==> src/lre_pkg.sv <==
`default_nettype none

package lre_pkg;

  // Stack sizing and arithmetic width
  localparam int STACK_DEPTH = 64;
  localparam int VALUE_WIDTH = 32;
  localparam int ADDR_W      = $clog2(STACK_DEPTH);
  localparam int SP_W        = $clog2(STACK_DEPTH + 1);

  // Token kinds
  localparam logic [2:0] TK_LPAREN = 3'd0;
  localparam logic [2:0] TK_RPAREN = 3'd1;
  localparam logic [2:0] TK_PLUS   = 3'd2;
  localparam logic [2:0] TK_TIMES  = 3'd3;
  localparam logic [2:0] TK_INT    = 3'd4;
  localparam logic [2:0] TK_END    = 3'd5;

  // Result status codes
  localparam logic [1:0] ST_PENDING  = 2'd0;
  localparam logic [1:0] ST_ACCEPT   = 2'd1;
  localparam logic [1:0] ST_ERROR    = 2'd2;
  localparam logic [1:0] ST_OVERFLOW = 2'd3;

  // LR automaton states
  localparam logic [3:0] LS_START = 4'd0;  // start
  localparam logic [3:0] LS_EXPR  = 4'd1;  // E at start
  localparam logic [3:0] LS_LPAR  = 4'd2;  // after (
  localparam logic [3:0] LS_INT   = 4'd3;  // int shifted
  localparam logic [3:0] LS_PLUS  = 4'd4;  // E +
  localparam logic [3:0] LS_TIMES = 4'd5;  // E *
  localparam logic [3:0] LS_PAR_E = 4'd6;  // ( E
  localparam logic [3:0] LS_ADD_E = 4'd7;  // E + E
  localparam logic [3:0] LS_MUL_E = 4'd8;  // E * E
  localparam logic [3:0] LS_RPAR  = 4'd9;  // ( E )
  localparam logic [3:0] LS_BAD   = 4'd15;

  typedef enum logic {
    ALU_ADD = 1'b0,
    ALU_MUL = 1'b1
  } alu_op_e;

  typedef struct packed {
    logic [2:0]        token_kind;
    logic signed [31:0] token_value;
  } lre_in_t;

  typedef struct packed {
    logic [1:0]         status;
    logic signed [31:0] result_value;
  } lre_out_t;

  // Stack memory access: one write, one read per memory
  typedef struct packed {
    logic                   we;
    logic [ADDR_W-1:0]      waddr;
    logic [3:0]             wstate;
    logic [VALUE_WIDTH-1:0] wvalue;
    logic [ADDR_W-1:0]      raddr_s;
    logic [ADDR_W-1:0]      raddr_v;
  } stk_req_t;

  typedef struct packed {
    logic [3:0]             rstate;
    logic [VALUE_WIDTH-1:0] rvalue;
  } stk_rd_t;

  // Goto on nonterminal E
  function automatic logic [3:0] goto_on_expr(input logic [3:0] s);
    logic [3:0] g;
    case (s)
      LS_START: g = LS_EXPR;
      LS_LPAR:  g = LS_PAR_E;
      LS_PLUS:  g = LS_ADD_E;
      LS_TIMES: g = LS_MUL_E;
      default:  g = LS_BAD;
    endcase
    return g;
  endfunction

endpackage

`default_nettype wire

==> src/lr_expression_evaluator.sv <==
`default_nettype none
// Steps: a token that only shifts is taken, decoded and its result registered.
// Each reduction adds a pick step and a stack read / ALU / goto step, and each
// run of reductions ends with a recheck of the new top before moving on.
// Throughput: one token in flight; the next is taken once the result is in
// the output register. A result waits there while the output is stalled.
// Reset: stack pointer set to one entry holding state 0; memories not cleared.

module lr_expression_evaluator (
  input  wire  logic             clk_i,
  input  wire  logic             rst_ni,
  input  wire  logic             in_valid_i,
  output logic                   in_stall_o,
  input  wire  lre_pkg::lre_in_t in_data_i,
  output logic                   out_valid_o,
  input  wire  logic             out_stall_i,
  output lre_pkg::lre_out_t      out_data_o
);
  import lre_pkg::*;

  typedef enum logic [3:0] {
    S_IDLE   = 4'b0001,
    S_DECIDE = 4'b0010,
    S_EXEC   = 4'b0100,
    S_FINISH = 4'b1000
  } fsm_e;

  typedef enum logic [1:0] {
    RED_INT = 2'd0,
    RED_ADD = 2'd1,
    RED_MUL = 2'd2,
    RED_PAR = 2'd3
  } red_e;

  fsm_e                   state_q, state_d;
  red_e                   red_q, red_d;
  logic [2:0]             kind_q, kind_d;
  logic [VALUE_WIDTH-1:0] tval_q, tval_d;
  logic [3:0]             top_s_q, top_s_d;
  logic [VALUE_WIDTH-1:0] top_v_q, top_v_d;
  logic [SP_W-1:0]        sp_q, sp_d;
  logic                   settle_q, settle_d;
  logic                   cont_q, cont_d;
  logic [1:0]             status_q, status_d;
  logic [31:0]            acc_q, acc_d;
  logic                   out_valid_q, out_valid_d;
  lre_out_t               out_data_q, out_data_d;

  stk_req_t               stk_req;
  stk_rd_t                stk_rd;
  alu_op_e                alu_op;
  logic [VALUE_WIDTH-1:0] alu_y;

  logic                   push;
  logic                   push_settle;
  logic [3:0]             push_s;
  logic [VALUE_WIDTH-1:0] push_v;
  logic                   fin;
  logic [1:0]             fin_st;
  logic [3:0]             goto_s;
  logic                   slot_free;
  logic [SP_W-1:0]        sp_m1, sp_m2, sp_m3, sp_m4;

  lre_stack u_stack (
    .clk_i (clk_i),
    .req_i (stk_req),
    .rd_o  (stk_rd)
  );

  lre_alu u_alu (
    .op_i (alu_op),
    .a_i  (top_v_q),
    .b_i  (stk_rd.rvalue),
    .y_o  (alu_y)
  );

  assign sp_m1 = sp_q - SP_W'(1);
  assign sp_m2 = sp_q - SP_W'(2);
  assign sp_m3 = sp_q - SP_W'(3);
  assign sp_m4 = sp_q - SP_W'(4);

  // Stack reads are issued every cycle from the top state; used in EXEC
  always_comb begin
    stk_req.we      = 1'b0;
    stk_req.waddr   = sp_m1[ADDR_W-1:0];
    stk_req.wstate  = top_s_q;
    stk_req.wvalue  = top_v_q;
    stk_req.raddr_s = (top_s_q == LS_INT) ? sp_m2[ADDR_W-1:0] : sp_m4[ADDR_W-1:0];
    stk_req.raddr_v = (top_s_q == LS_RPAR) ? sp_m2[ADDR_W-1:0] : sp_m3[ADDR_W-1:0];
    if (push && (sp_q < SP_W'(STACK_DEPTH))) begin
      stk_req.we = 1'b1;
    end
  end

  assign alu_op    = (red_q == RED_MUL) ? ALU_MUL : ALU_ADD;
  assign goto_s    = goto_on_expr(stk_rd.rstate);
  assign slot_free = !out_valid_q || !out_stall_i;

  // Sequencer
  always_comb begin
    state_d     = state_q;
    red_d       = red_q;
    kind_d      = kind_q;
    tval_d      = tval_q;
    top_s_d     = top_s_q;
    top_v_d     = top_v_q;
    sp_d        = sp_q;
    settle_d    = settle_q;
    cont_d      = cont_q;
    status_d    = status_q;
    acc_d       = acc_q;
    out_data_d  = out_data_q;
    out_valid_d = out_valid_q && out_stall_i;
    push        = 1'b0;
    push_settle = 1'b0;
    push_s      = LS_START;
    push_v      = '0;
    fin         = 1'b0;
    fin_st      = ST_PENDING;

    case (state_q)
      S_IDLE: begin
        if (in_valid_i) begin
          kind_d   = in_data_i.token_kind;
          tval_d   = VALUE_WIDTH'(in_data_i.token_value);
          settle_d = 1'b0;
          cont_d   = 1'b0;
          state_d  = S_DECIDE;
        end
      end

      S_DECIDE: begin
        if (settle_q) begin
          // reductions that need no lookahead
          if (top_s_q == LS_INT) begin
            if (sp_q <= SP_W'(1)) begin
              fin = 1'b1; fin_st = ST_ERROR;
            end else begin
              red_d = RED_INT; state_d = S_EXEC;
            end
          end else if ((top_s_q == LS_MUL_E) || (top_s_q == LS_RPAR)) begin
            if (sp_q < SP_W'(4)) begin
              fin = 1'b1; fin_st = ST_ERROR;
            end else begin
              red_d   = (top_s_q == LS_MUL_E) ? RED_MUL : RED_PAR;
              state_d = S_EXEC;
            end
          end else if (cont_q) begin
            // back to the pending token after an E+E reduction
            settle_d = 1'b0;
            cont_d   = 1'b0;
          end else begin
            fin = 1'b1; fin_st = ST_PENDING;
          end
        end else if (kind_q > TK_END) begin
          fin = 1'b1; fin_st = ST_ERROR;
        end else begin
          case (top_s_q)
            LS_START, LS_LPAR, LS_PLUS, LS_TIMES: begin
              if (kind_q == TK_LPAREN) begin
                push = 1'b1; push_s = LS_LPAR;
              end else if (kind_q == TK_INT) begin
                push = 1'b1; push_s = LS_INT; push_v = tval_q; push_settle = 1'b1;
              end else begin
                fin = 1'b1; fin_st = ST_ERROR;
              end
            end
            LS_EXPR: begin
              if (kind_q == TK_PLUS) begin
                push = 1'b1; push_s = LS_PLUS;
              end else if (kind_q == TK_TIMES) begin
                push = 1'b1; push_s = LS_TIMES;
              end else if (kind_q == TK_END) begin
                fin = 1'b1; fin_st = ST_ACCEPT;
              end else begin
                fin = 1'b1; fin_st = ST_ERROR;
              end
            end
            LS_PAR_E: begin
              if (kind_q == TK_PLUS) begin
                push = 1'b1; push_s = LS_PLUS;
              end else if (kind_q == TK_TIMES) begin
                push = 1'b1; push_s = LS_TIMES;
              end else if (kind_q == TK_RPAREN) begin
                push = 1'b1; push_s = LS_RPAR; push_settle = 1'b1;
              end else begin
                fin = 1'b1; fin_st = ST_ERROR;
              end
            end
            LS_ADD_E: begin
              // times binds tighter: shift it, otherwise reduce the sum
              if (kind_q == TK_TIMES) begin
                push = 1'b1; push_s = LS_TIMES;
              end else if (sp_q < SP_W'(4)) begin
                fin = 1'b1; fin_st = ST_ERROR;
              end else begin
                red_d   = RED_ADD;
                cont_d  = 1'b1;
                state_d = S_EXEC;
              end
            end
            default: begin
              fin = 1'b1; fin_st = ST_ERROR;
            end
          endcase
        end
      end

      S_EXEC: begin
        // pop, goto on E, push the reduced value
        if (goto_s == LS_BAD) begin
          fin = 1'b1; fin_st = ST_ERROR;
        end else begin
          top_s_d = goto_s;
          case (red_q)
            RED_INT: top_v_d = top_v_q;
            RED_PAR: top_v_d = stk_rd.rvalue;
            default: top_v_d = alu_y;
          endcase
          sp_d     = (red_q == RED_INT) ? sp_q : sp_m2;
          settle_d = 1'b1;
          state_d  = S_DECIDE;
        end
      end

      S_FINISH: begin
        if (slot_free) begin
          out_data_d.status       = status_q;
          out_data_d.result_value = acc_q;
          out_valid_d             = 1'b1;
          state_d                 = S_IDLE;
        end
      end

      default: state_d = S_IDLE;
    endcase

    // shift
    if (push) begin
      if (sp_q >= SP_W'(STACK_DEPTH)) begin
        fin = 1'b1; fin_st = ST_OVERFLOW;
      end else begin
        top_s_d = push_s;
        top_v_d = push_v;
        sp_d    = sp_q + SP_W'(1);
        if (push_settle) begin
          settle_d = 1'b1;
        end else begin
          fin = 1'b1; fin_st = ST_PENDING;
        end
      end
    end

    // end of token: latch status, restart the stack unless pending
    if (fin) begin
      status_d = fin_st;
      acc_d    = (fin_st == ST_ACCEPT) ? 32'(top_v_q) : 32'd0;
      state_d  = S_FINISH;
      if (fin_st != ST_PENDING) begin
        top_s_d = LS_START;
        top_v_d = '0;
        sp_d    = SP_W'(1);
      end
    end
  end

  // Control registers
  always_ff @(posedge clk_i or negedge rst_ni) begin
    if (!rst_ni) begin
      state_q     <= S_IDLE;
      top_s_q     <= LS_START;
      top_v_q     <= '0;
      sp_q        <= SP_W'(1);
      settle_q    <= 1'b0;
      cont_q      <= 1'b0;
      out_valid_q <= 1'b0;
    end else begin
      state_q     <= state_d;
      top_s_q     <= top_s_d;
      top_v_q     <= top_v_d;
      sp_q        <= sp_d;
      settle_q    <= settle_d;
      cont_q      <= cont_d;
      out_valid_q <= out_valid_d;
    end
  end

  // Payload registers
  always_ff @(posedge clk_i) begin
    red_q      <= red_d;
    kind_q     <= kind_d;
    tval_q     <= tval_d;
    status_q   <= status_d;
    acc_q      <= acc_d;
    out_data_q <= out_data_d;
  end

  assign in_stall_o  = (state_q != S_IDLE);
  assign out_valid_o = out_valid_q;
  assign out_data_o  = out_data_q;

endmodule

`default_nettype wire

==> src/lre_stack.sv <==
`default_nettype none

module lre_stack (
  input  wire                logic clk_i,
  input  wire  lre_pkg::stk_req_t req_i,
  output lre_pkg::stk_rd_t         rd_o
);
  import lre_pkg::*;

  logic [3:0]             state_mem [STACK_DEPTH];
  logic [VALUE_WIDTH-1:0] value_mem [STACK_DEPTH];
  stk_rd_t                rd_q;

  // Write port
  always_ff @(posedge clk_i) begin
    if (req_i.we) begin
      state_mem[req_i.waddr] <= req_i.wstate;
      value_mem[req_i.waddr] <= req_i.wvalue;
    end
  end

  // Registered read ports
  always_ff @(posedge clk_i) begin
    rd_q.rstate <= state_mem[req_i.raddr_s];
    rd_q.rvalue <= value_mem[req_i.raddr_v];
  end

  assign rd_o = rd_q;

endmodule

`default_nettype wire

==> src/lre_alu.sv <==
`default_nettype none

module lre_alu (
  input  wire  lre_pkg::alu_op_e               op_i,
  input  wire  logic [lre_pkg::VALUE_WIDTH-1:0] a_i,
  input  wire  logic [lre_pkg::VALUE_WIDTH-1:0] b_i,
  output logic [lre_pkg::VALUE_WIDTH-1:0]       y_o
);
  import lre_pkg::*;

  // Shared add / multiply, wrapping at the value width
  always_comb begin
    case (op_i)
      ALU_MUL: y_o = a_i * b_i;
      default: y_o = a_i + b_i;
    endcase
  end

endmodule

`default_nettype wire

==> config.mk <==
export PLATFORM = sky130hd
export DESIGN_NAME = lr_expression_evaluator
export DESIGN_NICKNAME = d
export VERILOG_FILES = /design/src/lre_pkg.sv /design/src/lr_expression_evaluator.sv /design/src/lre_stack.sv /design/src/lre_alu.sv
export SDC_FILE = /design/constraint.sdc
export NUM_CORES = 2
export LEC_CHECK = 0
export BUFFER_PORTS_ARGS = -buffer_cell sky130_fd_sc_hd__buf_2
export CAP_MARGIN = 20
export CORE_ASPECT_RATIO = 1.25
export CORE_MARGIN = 2
export CORE_UTILIZATION = 57
export DETAILED_ROUTE_END_ITERATION = 12
export PLACE_DENSITY = 0.83
export SYNTH_ARGS = -nofsm -noshare
export SYNTH_HDL_FRONTEND = slang
export SYNTH_SLANG_ARGS = --single-unit
==> constraint.sdc <==
create_clock -name clk_i -period 8 [get_ports clk_i]
set_input_delay 0.4 -clock clk_i [delete_from_list [all_inputs] [get_ports clk_i]]
set_output_delay 0.4 -clock clk_i [all_outputs]
set_load 0.1 [all_outputs]
==> flow_metrics.tcl <==
set metrics [dict create \
    status "completed" \
    swShare_pct 38.4 \
    worstHoldPathType "in -> async" \
    syn_inst 6605 \
    crit_path_end_kind "flop" \
    cpMaxStageDelayCell "buf_4" \
    leakagePower_uw 0.0402 \
    antenna_found_initial 16 \
    powerDensity_nw_per_um2 350 \
    drive_gt1_share_pct 19.8 \
    grt_max_degree 133 \
    viasPerCell 7.10 \
    synthTopCellsByCount "edfxtp_1, mux4_2, nand2_1" \
    row_count 183 \
    clkPwrFrac_pct 23.6 \
    power.share.sequential_pct 35.2 \
    hold_viol 0 \
    clk_latency_ps 920 \
    grt_overflow_total 0 \
    synthToLayoutAreaGrowth_pct 10.7 \
    die_area_um2 204000 \
    ys_warn_count 0 \
    fin_crit_ps 7790 \
    cp_common_cell "fa_1" \
    path_cells "buf_4, and2_1, fa_1, fa_1, inv_1, fa_1, fa_1, fa_1, inv_1, fa_1, fa_1, fa_1, ha_1, nand3_1, o21ai_0, a31o_2, nor2_1, xnor2_1, a2111oi_0, or3_1, a31oi_1" \
    clock-sinks 2495 \
    synthTopCellsByArea "edfxtp_1, mux4_2, fa_1" \
    rsz0062_at_grt "no" \
    ios 75 \
    nFillCells 12545 \
    async_reset_ff_share_pct 2.00 \
    cts_tree "done" \
    hpwl_um 198000 \
    grt_pass1_wl_um 499000 \
    relSlewSlack_pct 13.5 \
    combPwrFrac_pct 41.2 \
    power_uw 44200 \
    crit_required_ps 8790 \
    net-switching-power_uw 17000 \
    io_buffers 74 \
    setup_viol 0 \
    gp_congestion 0.995 \
    fmaxAchievable_ghz 0.128 \
    path_depth 21 \
    num-nets-final 7433 \
    skew_ps 50.3 \
    die_w_um 404 \
    p_int_uw 27200 \
    clkTransAtPathRegs_ps 70 \
    via_count 68139 \
    tns_ps 0 \
    fp.coreArea_um2 199000 \
    postCtsSetupBuffers 0 \
    htree_num_levels 4 \
    reg2regPathDepth 21 \
    worst_slew_pin_slew_ps 1290 \
    crit_buf_inv 3 \
    synth.avg_cell_area_um2 17.3 \
    ant_nets 0 \
    yosysMostFrequentCell "edfxtp_1" \
    grt_util_all_layers_pct 34.5 \
    crit_arrival_ps 8580 \
    maxSlewViolCount 0 \
    routed_wl_um 351000 \
    ctsRootBufferMaster "clkbuf_16" \
    cp_max_fo 51 \
    fin_crit_sh_pct 97.4 \
    synth-seq-area-share_pct 65.2 \
    die_height_um 504 \
    max_cap_viol_count 0 \
    cts_made_buffers 208 \
    ys_ff_latch 2495 \
    critPathLaunchType "flop" \
    clockBufferDepth 3 \
    wire_per_inst_um 36.5 \
    peakVddDrop_uv 410 \
    syn_area_um2 114000 \
    worst-setup-path-type "reg -> reg" \
    fin_util_pct 63.5 \
    critPathMaxStageDelay_ps 580 \
    grt_pass1_vias 70583 \
    syn_nets 7219 \
    drt-initial-drc-count 11180 \
    ys.flop_type "edfxtp_1" \
    ys_types 82 \
    drt_first_pass_iters 6 \
    start_util_pct 57.3 \
    synth_top_area_cell "edfxtp_1" \
    drc 0 \
    synth-edff-count 2409 \
    synth_top_area_share_pct 63.5 \
    path_delay_family "adder cells" \
]
[what timing repair did]
item	CTS	global route
setup endpoints to repair	0	2
endpoints found under the hold margin	87	0
gates resized for setup	0	2
hold buffers	39	0
[through the flow]
stage	std cells	instance area, um^2	hold WS (ps)	setup slack, ps
3_5_place_dp	9155	119000	405	386
3_3_place_gp	9151	119000	403	393
4_1_cts	9579	126000	205	364
2_1_floorplan	6605	114000	104	203
5_1_grt	9585	126000	222	19.6
6_report	9594	126000	231	207
[cells in the final DEF (no fill, tap or decap), types with 35 or more instances in the layout]
cell           count
nor2_4            65
fa_1             409
nor2_1            95
xor2_1            39
a211oi_1         157
a311oi_1          52
xnor2_1           86
clkinv_2          45
clkinv_1          37
nand3_1           42
mux2i_1           74
nand2_1          535
buf_4            235
mux4_2           595
dlygate4sd3_1     39
o21ai_0           60
clkbuf_16        208
clkbuf_1          35
and2_1           452
a21oi_1          140
edfxtp_1        2409
ha_1             165
buf_2             75
a31oi_1           96
inv_1            393
dfxtp_1           35
[metal layers]
metal  global-route usage, %  vias to the layer above  share of wire, %
li1                        -                    25561                 -
met1                    40.6                    34203                30
met2                    55.0                     6646                48
met3                    8.62                     1727                13
met4                    25.8                        2               9.1
met5                       0                        -            0.0037
[final cells by class]
type                    instances  area [um^2]  share of cell area, %
flip-flops and latches       2495        74400                   59.0
repair buffers                379         3140                   2.49
well taps                    2590         3240                   2.57
inverters                     394         1480                   1.17
clock buffers                 251         5450                   4.32
multi-input cells            3341        37100                   29.4
clock inverters               134         1350                   1.07
diodes                         10         25.0                 0.0198
[logic make-up after synthesis]
kind of cell / count (synthesis) / synth area share, %
and+or+nand+nor: 1311 / 5.64
adders and majority gates: 575 / 9.01
DFF: 2495 / 65.2
buffers and inverters: 769 / 2.77
AOI/OAI and AO/OA: 655 / 3.92
muxes: 669 / 12.4
xor gates and xnor gates: 131 / 1.03
[sequential cells by signal (all words and copies together), names as in the netlist, 7 cells and up]
| name | cells |
|---|---|
| u_stack.rd_o | 36 |
| u_stack.value_mem | 2048 |
| tval_q | 32 |
| u_stack.state_mem | 256 |
| top_v_q | 32 |
| acc_q | 32 |
| out_data_o | 34 |
| sp_q | 7 |
[tightest hold or removal path, stage by stage]
cell and delay [ps]:
dlygate4sd3_1 520, buf_2 100, buf_4 640
[power by group through the flow]
| stage | logic, uW | clock network (uW) | registers, uW |
|---|---|---|---|
| 2_1_floorplan | 11200 | 0 | 15800 |
| 6_report | 18200 | 10400 | 15600 |
| 3_5_place_dp | 17200 | 0 | 15800 |
| 5_1_grt | 18900 | 10800 | 15600 |
| 3_3_place_gp | 16800 | 0 | 15800 |
| 4_1_cts | 17700 | 10400 | 15500 |
[worst paths after layout]
check,start,end,slack (ps)
max in group asynchronous,rst_ni,top_v_q[6],7100
min in group clk_i,in_data_i[9],tval_q[9],230
worst min register to register,acc_q[12],out_data_o[12],400
worst max-delay path,top_v_q[8],top_v_q[27],210
worst max register to register,top_v_q[8],top_v_q[27],210
worst min-delay path,rst_ni,top_v_q[2],230
No activity file was read; power rests on OpenSTA's default activity.
